$ cat src/rtl/lch_ram.sv
// Generic single-port synchronous RAM with a registered read.
module lch_ram #(
   parameter int Width = 8,
   parameter int Depth = 16
) (
   input  logic                     clock,
   input  logic                     wr_en,
   input  logic [$clog2(Depth)-1:0] addr,
   input  logic [Width-1:0]         wr_data,
   output logic [Width-1:0]         rd_data
);
   logic [Width-1:0] mem [Depth];
   always_ff @(posedge clock) begin
      if (wr_en) begin
         mem[addr] <= wr_data;
      end
      rd_data <= mem[addr];
   end
endmodule

$ cat config.mk
export PLATFORM = sky130hd
export DESIGN_NAME = lch_ram
export DESIGN_NICKNAME = d
export VERILOG_FILES = /design/src/rtl/lch_ram.sv
export SDC_FILE = /design/constraint.sdc
export NUM_CORES = 1
export LEC_CHECK = 0
export BUFFER_PORTS_ARGS = -buffer_cell sky130_fd_sc_hd__buf_4
export CAP_MARGIN = 15
export CORE_AREA = 3 3 90 126
export CTS_CLUSTER_DIAMETER = 100
export DETAILED_ROUTE_END_ITERATION = 10
export DIE_AREA = 0 0 93 129
export PLACE_DENSITY = 0.73
export SLEW_MARGIN = 10
export SYNTH_ARGS = -nofsm -noshare
export SYNTH_HDL_FRONTEND = slang
export SYNTH_SLANG_ARGS = --single-unit
$ cat constraint.sdc
create_clock -name clock -period 1.9 [get_ports clock]
set_input_delay 0.475 -clock clock [delete_from_list [all_inputs] [get_ports clock]]
set_output_delay 0.475 -clock clock [all_outputs]
set_load 0.02 [all_outputs]
; After elaboration in Yosys (flattened, before gate mapping)
; Memory sizes are Yosys's and may differ from the RTL's. A register that Yosys moved wholly into a read port is not among the register bits.
; Cells that the tools add are included.
[totals]
mem_bits_rw = 128
regBits = 0
inputBits = 14
elab_cells = 3
n_memories = 1
[classes]
n_mux = 2
[mem_list]
columns = memory, words, word_bits, rd, rd_clocked_by_memory_dff, write_ports, line
row1 = mem, 16, 8, 1, 1, 1, 12  ; logic [Width-1:0] mem [Depth];
[ops]
columns = operator, count
row1 = 1-bit 2-to-1 mux, 2

; Depth between registers and ports, before layout
; Gate-level depths: netlist of the first run.
[logic_depth]
depth_word = 2
ltp_mapped = 5
mapped_depth_nobuf = 3

; Worst setup path after synthesis of the first run
; Ideal clock, no wire load.
[synth_path]
path_type = input-to-reg
startpoint = input addr[2]
endpoint = memory mem[0][0] (enable)
required_time_ns = 1.517
arrival_ns = 1.585
setup_slack_ns = -0.068
cell_stages = 2
path_cell_list = or3b_2 nor3_1
[synth_lines]
columns = item, line
row1 = from (decl), 8  ; input logic [$clog2(Depth)-1:0] addr,
row2 = to (decl), 12
; Straight into the memory's write port.

; Worst setup path in the final report of the first run
[layout_path]
startpoint = input addr[2]
endpoint = memory mem[0][0] (enable)
; Straight into the memory's write port.

==> results of run 1 <==
worst max-delay path: stages:
cell	delay (ns)
buf_4	0.13
buf_4	0.15
or3b_2	0.52
nor3_2	0.13
buf_4	0.19
metrics by stage:
step           cells  TNS [ns]
3_5_place_dp     407         0
6_report         439         0
2_1_floorplan    230    -0.473
3_3_place_gp     407         0
4_1_cts          439         0
5_1_grt          439         0
area by class of cell:
type,instances,share of cell area [%]
flip-flops and latches,136,65.1
multi-input cells,83,16.4
clock buffers,19,7.04
repair buffers,50,6.51
well taps,138,2.81
clock inverters,13,2.18
cells by family (layout without fill, tap and decap cells):
family / Yosys count / count (layout) / share of synthesized area (%)
DFF: 136 / 136 / 79.0
and+or+nand+nor: 35 / 35 / 3.21
muxes: 32 / 32 / 14.2
AOI/OAI and AO/OA: 16 / 16 / 2.37
buffers and inverters: 11 / 82 / 1.19
flip-flops by register name, indices dropped and copies added (netlist names):
signal	flops
rd_data	8
mem	128
worst max path at each step:
stage / from / endpoint / cells past startpoint
after detailed placement: addr[2] / mem[0][2] / 5
final: addr[2] / mem[0][0] / 5
after CTS: addr[2] / mem[0][0] / 5
after global placement: addr[2] / mem[2][6] / 5
after floorplan: addr[1] / mem[12][0] / 3
after global routing: addr[2] / mem[0][0] / 5
where the power goes:
group / internal, mW / leakage (nW) / switching (mW) / total [mW]
Sequential: 3.36 / 1.22 / 0.0193 / 3.38
Clock: 1.92 / 0.262 / 1.14 / 3.06
Combinational: 0.168 / 0.569 / 0.199 / 0.367
synth_stat cells, drive strengths merged:
cell type,instances
nand2,9
clkbuf,3
buf,8
nor2,13
a22oi,16
and2,1
nand2b,2
dfxtp,8
mux4,32
nor3,4
nand3,1
edfxtp,128
nor2b,2
nand3b,2
or3b,1
layer usage:
layer	vias up	routed length, µm	GRT usage, %
met5	-	0	0
met4	0	235	9.23
met3	20	416	4.68
met2	75	5200	30.2
met1	1223	3510	20.4
li1	1075	-	-
cell usage in the layout, fill, tap and decap left out:
master	n
nand2b_1	2
buf_4	48
nor3_1	3
edfxtp_1	128
nand2_1	9
bufinv_16	2
mux4_2	32
nor2b_1	2
clkinv_2	3
and2_1	1
a22oi_1	16
nand3b_1	2
clkbuf_1	2
nand3_1	1
clkinv_1	1
clkbuf_16	17
nor3_2	1
or3b_2	1
clkinvlp_4	5
clkinv_4	2
dfxtp_1	8
buf_12	2
nor2_1	13
==> results by group, run 1 <==
Layout
  – Filler instances: 768
  – Multi-input gate area: 1010 µm²
  – Layout cells sized above 1: 37.5%
  – Post-route cell area: 6150 µm²
  – Register area: 4000 µm²
  – Nets: 302
  – Area Overhead vs Synth: 21.4%
  – Fin util: 59.4%
  – Ant. Diodes: 0

Synthesis
  – Top area cells in the synthesized netlist: edfxtp_1 (76%), mux4_2 (14%), dfxtp_1 (3.2%)
  – Post-synth top area cell: edfxtp_1
  – Synthesized area per cell: 22.0 µm²
  – Cells after synthesis: 230
  – Synth unique cells: 18
  – Post-synthesis register bit count: 136
  – Cell Area, Synth: 5070 µm²
  – Sequential area share after synthesis: 79.0%
  – Post-synth top area share: 75.9%
  – Yosys warnings: 0
  – Net Count, Synth: 244

Clocking
  – Clk_lat worst skew: 0.41 ns
  – # hold bufs at CTS: 0
  – TritonCTS sink count: 136
  – CTS tree: built
  – CTS Buffer Depth: 2
  – CTS root buf: clkbuf_16
  – Clock Pin Slew Worst Setup and Hold Paths: 0.05 ns
  – H-tree depth: 4
  – Post-CTS sizing: 0
  – Post-CTS Setup Inserts: 0
  – CTS buffer count: 17

Power
  – Leak Pwr: 2.05 nW
  – Final Power: 6.80 mW
  – Maximum vdd drop: 0.787 mV
  – Power Density: 1110 nW/µm²

Floorplan
  – Core Rows: 44
  – Initial Utilization: 49.0%
  – Core ar.: 10300 µm²
  – Die area: 12000 µm²
  – Die width: 93 µm
  – Die Height: 129 µm
  – Boundary Pins: 22

Placement
  – Worst slack, placed: 0.00699 ns
  – Final GP Congestion: 0.761
  – Port Buffers: 21
  – Dpl cell area: 5590 µm²
  – Hpwl dp: 6330 µm

Drt
  – Drt pass-1 iters: 4
  – WL final: 9360 µm
  – Iter 0 DRT Violations: 219
  – Routed len/inst: 21.3 µm
  – Vias per cell: 5.45
  – Via Count: 2393
  – Final ANT Viol Nets: 0
  – DRC viols: 0

Worst hold path
  – Cell depth of the worst hold path: 1
  – Hold EP: mem[7][5]
  – Hold path startpoint: wr_data[5]
  – Worst min path class: primary input to register

Worst setup path
  – Critical R2R Launch: mem[2][1]
  – Critical path class: primary input to register
  – R2R Path End: rd_data[1]
  – R2R depth: 3
  – Worst path arrival time: 1.60 ns
  – Worst EP required: 2.02 ns
  – Worst-path fanout max: 8
  – Worst setup SP type: primary input
  – Reg2Reg Setup Slack: 0.57 ns
  – Worst Setup End Kind: register

Timing
  – # setup viols final: 0
  – Tcrit/Tclk final: 78.2%
  – Fin worst setup slack: 0.415 ns
  – Final hold vios: 0
  – Worst-Margin Slew: 0.850 ns
  – Slew headroom: 43.1%
  – Fin. max-slew vios: 0
  – Worst hold slack: 0.366 ns
  – Worst Clk Skew: 0.00586 ns
  – RSZ-0062 raised after global routing: no
  – Fmax: 673 MHz
  – Tmin final: 1.49 ns

Global routing
  – Gr usage total: 17.7%
  – Grt ovf: 0
  – Vias in the first global route: 2628
  – Initial antenna violation count: 0
  – Pin count of the biggest net entering global routing: 18
  – Global-route wire length before repair: 14700 µm

Run status
  – Outcome: finished clean

Run
  – Max Cap Viol: 0
Note: power is estimated with default switching activity, not from simulation.
==> inputs of run 2 (changes only) <==
- ABC_AREA: not set -> 1
- CORE_AREA: 3 3 90 126 -> 3 3 94 132
- DIE_AREA: 0 0 93 129 -> 0 0 97 135
- PLACE_DENSITY: 0.73 -> 0.7
- clock period: 1.9 -> 1.4 ns (I/O delays scaled with it)
==> run 2 against run 1 <==
  * Global-route usage grew 2.2 points
  * Worst setup slack lost 0.22 ns
  * Clock power increased by 68%
  * Clock skew fell by 0.0016 ns
  * Hold slack lost 0.062 ns
==> results by group, run 2 <==
Run status
  – Outcome: finished clean

Timing
  – Tmin final: 1.20 ns
  – Slew headroom: 75.1% (+32 points)
  – Final hold vios: 0 (unchanged)
  – RSZ-0062 raised after global routing: no
  – Tcrit/Tclk final: 86.0%
  – Fin. max-slew vios: 0 (unchanged)
  – Setup total negative slack: 0 ns (unchanged)
  – Worst-Margin Slew: 0.373 ns (-0.477 ns)
  – Worst hold slack: 0.303 ns (-0.0623 ns)
  – Worst Clk Skew: 0.00424 ns (-0.00162 ns)
  – Fin worst setup slack: 0.195 ns (-0.219 ns)
  – # setup viols final: 0 (unchanged)
  – Fmax: 830 MHz

Layout
  – Commonest non-fill, non-tap cells in the layout: nand2_1 (346), edfxtp_1 (128), buf_4 (31)
  – Commonest non-fill, non-tap cell in the layout: nand2_1
  – Top flop regs: mem: 128 flops, rd_data: 8 flops
  – Area Overhead vs Synth: 22.8%
  – Layout cells sized above 1: 14.9% (-23 points)
  – Post-route cell area: 6870 µm² (+12%)
  – Ant. Diodes: 0 (unchanged)
  – Max reg flops: 128 (unchanged)
  – Biggest register: mem
  – Nets: 597 (+98%)

Drt
  – Iter 0 DRT Violations: 219 (unchanged)
  – WL final: 12200 µm (+31%)
  – Routed len/inst: 16.5 µm (-22%)
  – Drt pass-1 iters: 4 (unchanged)
  – Vias per cell: 4.96 (-9.1%)
  – DRC viols: 0 (unchanged)
  – Final ANT Viol Nets: 0 (unchanged)
  – Via Count: 3667 (+53%)

Placement
  – Port Buffers: 21 (unchanged)
  – Worst slack, placed: -0.106 ns (-0.113 ns)
  – Dpl cell area: 6190 µm² (+11%)
  – Final GP Congestion: 0.874 (+15%)
  – Hpwl dp: 7850 µm (+24%)

Synthesis
  – Yosys warnings: 0 (unchanged)
  – Post-synth EDFFs: 128 (unchanged)
  – Ys async rst share: 0% (unchanged)
  – Cell Area, Synth: 5590 µm² (+10%)
  – Cells after synthesis: 548 (+140%)
  – Synth unique cells: 11 (-7)
  – Sequential area share after synthesis: 71.6% (-7.4 points)
  – Top area cells in the synthesized netlist: edfxtp_1 (69%), nand2_1 (23%), dfxtp_1 (2.9%)
  – Top-count cell post-synth: nand2_1
  – Synthesized area per cell: 10.2 µm² (-54%)
  – Post-synth top area cell: edfxtp_1
  – Post-synth top area share: 68.7% (-7.1 points)
  – Synth top cells by count: nand2_1 (346), edfxtp_1 (128), inv_1 (21)
  – Post-synthesis register bit count: 136 (unchanged)
  – Net Count, Synth: 562 (+130%)
  – Main synth FF type: edfxtp_1

Floorplan
  – Boundary Pins: 22 (unchanged)
  – Die width: 97 µm (+4.3%)
  – Die Height: 135 µm (+4.7%)
  – Core Rows: 46 (+4.5%)
  – Core ar.: 11300 µm² (+9.6%)
  – Initial Utilization: 49.3% (+0.37 points)
  – Die area: 13100 µm² (+9.2%)

Clocking
  – Clk_lat worst skew: 0.41 ns (about the same)
  – TritonCTS sink count: 136 (unchanged)
  – Clock Pin Slew Worst Setup and Hold Paths: 0.06 ns (about the same)
  – CTS tree: built
  – CTS root buf: clkbuf_16
  – CTS buffer count: 17 (unchanged)
  – # hold bufs at CTS: 0 (unchanged)
  – Post-CTS Setup Inserts: 0 (unchanged)
  – CTS Buffer Depth: 2 (unchanged)
  – Post-CTS sizing: 0 (unchanged)
  – H-tree depth: 4 (unchanged)

Power
  – Final Power: 10.4 mW (+53%)
  – Leak Pwr: 2.89 nW (+40%)
  – Maximum vdd drop: 1.04 mV (+33%)
  – Power Density: 1510 nW/µm² (+37%)

Worst setup path
  – R2R Path End: rd_data[5]
  – Worst EP required: 1.05 ns (-0.97 ns)
  – Critical path, cell by cell: buf_4
  – Reg2Reg Setup Slack: 0.38 ns (-0.19 ns)
  – R2R depth: 8 (+5)
  – Critical path class: register to output port
  – Worst-path fanout max: 1 (-7)
  – Critical R2R Launch: mem[6][5]
  – Worst Setup End Kind: output port
  – Cell family contributing the most delay on the critical path: flip-flops
  – Crit path depth: 1 (-4)
  – CP max stage delay: 0.30 ns (-0.22 ns)
  – Buf/Inv on CP: 1 (-2)
  – Worst path arrival time: 0.85 ns (-0.75 ns)
  – Worst setup SP type: register
  – CP max-delay cell: dfxtp_1

Global routing
  – Grt ovf: 0 (unchanged)
  – Global-route wire length before repair: 19500 µm (+32%)
  – Initial antenna violation count: 0 (unchanged)
  – Gr usage total: 19.8% (+2.2 points)
  – Vias in the first global route: 3747 (+43%)
  – Pin count of the biggest net entering global routing: 33 (+15)

Worst hold path
  – Hold EP: mem[15][1]
  – Cell depth of the worst hold path: 1 (unchanged)
  – Worst min path class: primary input to register
  – Hold path startpoint: wr_data[1]

Run
  – Max Cap Viol: 0 (unchanged)
## run 2: worst reg2reg max path, delay by kind of cell (launching register included)
| kind | cells | cell delay (ns) |
|---|---|---|
| and+or+nand+nor | 7 | 0.45 |
| DFF | 1 | 0.37 |
| buffers and inverters | 1 | 0.09 |
## run 2: cell type report
type	instances	area, µm²
inverters	23	87.6
clock inverters	14	251
well taps	144	180
flip-flops and latches	136	4000
clock buffers	18	429
fillers	897	4470
repair buffers	37	353
multi-input cells	368	1560
## run 2: worst max-delay path by stage
stage / start / to / slack (ns)
after floorplan: addr[1] / mem[10][0] / 0.008
after global placement: addr[0] / mem[10][5] / -0.07
after detailed placement: addr[0] / mem[10][6] / -0.11
after CTS: rd_data[6] / rd_data[6] / 0.18
after global routing: rd_data[7] / rd_data[7] / 0.17
final: rd_data[0] / rd_data[0] / 0.20
## run 2: logic make-up after synthesis
kind of cell,count (synthesis),share of synthesized area [%]
buffers and inverters,44,3.62
flip-flops,136,71.6
AND/OR/NAND/NOR,368,24.8
## run 2: power breakdown
part	switching, mW	internal (mW)	total, mW
Sequential	0.0250	4.55	4.58
Combinational	0.463	0.221	0.683
Clock	1.62	3.50	5.13
## run 2: stage by stage
stage / util (%) / cells
6_report: 60.6 / 740
5_1_grt: 60.6 / 740
4_1_cts: 60.6 / 740
3_5_place_dp: 54.6 / 708
3_3_place_gp: 54.6 / 708
2_1_floorplan: - / 548
## run 2: metal layers
| layer | routed length [µm] | up-vias | track usage (%) |
|---|---|---|---|
| li1 | - | 1822 | - |
| met5 | 0 | - | 0 |
| met3 | 654 | 27 | 4.65 |
| met4 | 337 | 0 | 7.65 |
| met2 | 6420 | 102 | 35.3 |
| met1 | 4820 | 1716 | 23.3 |
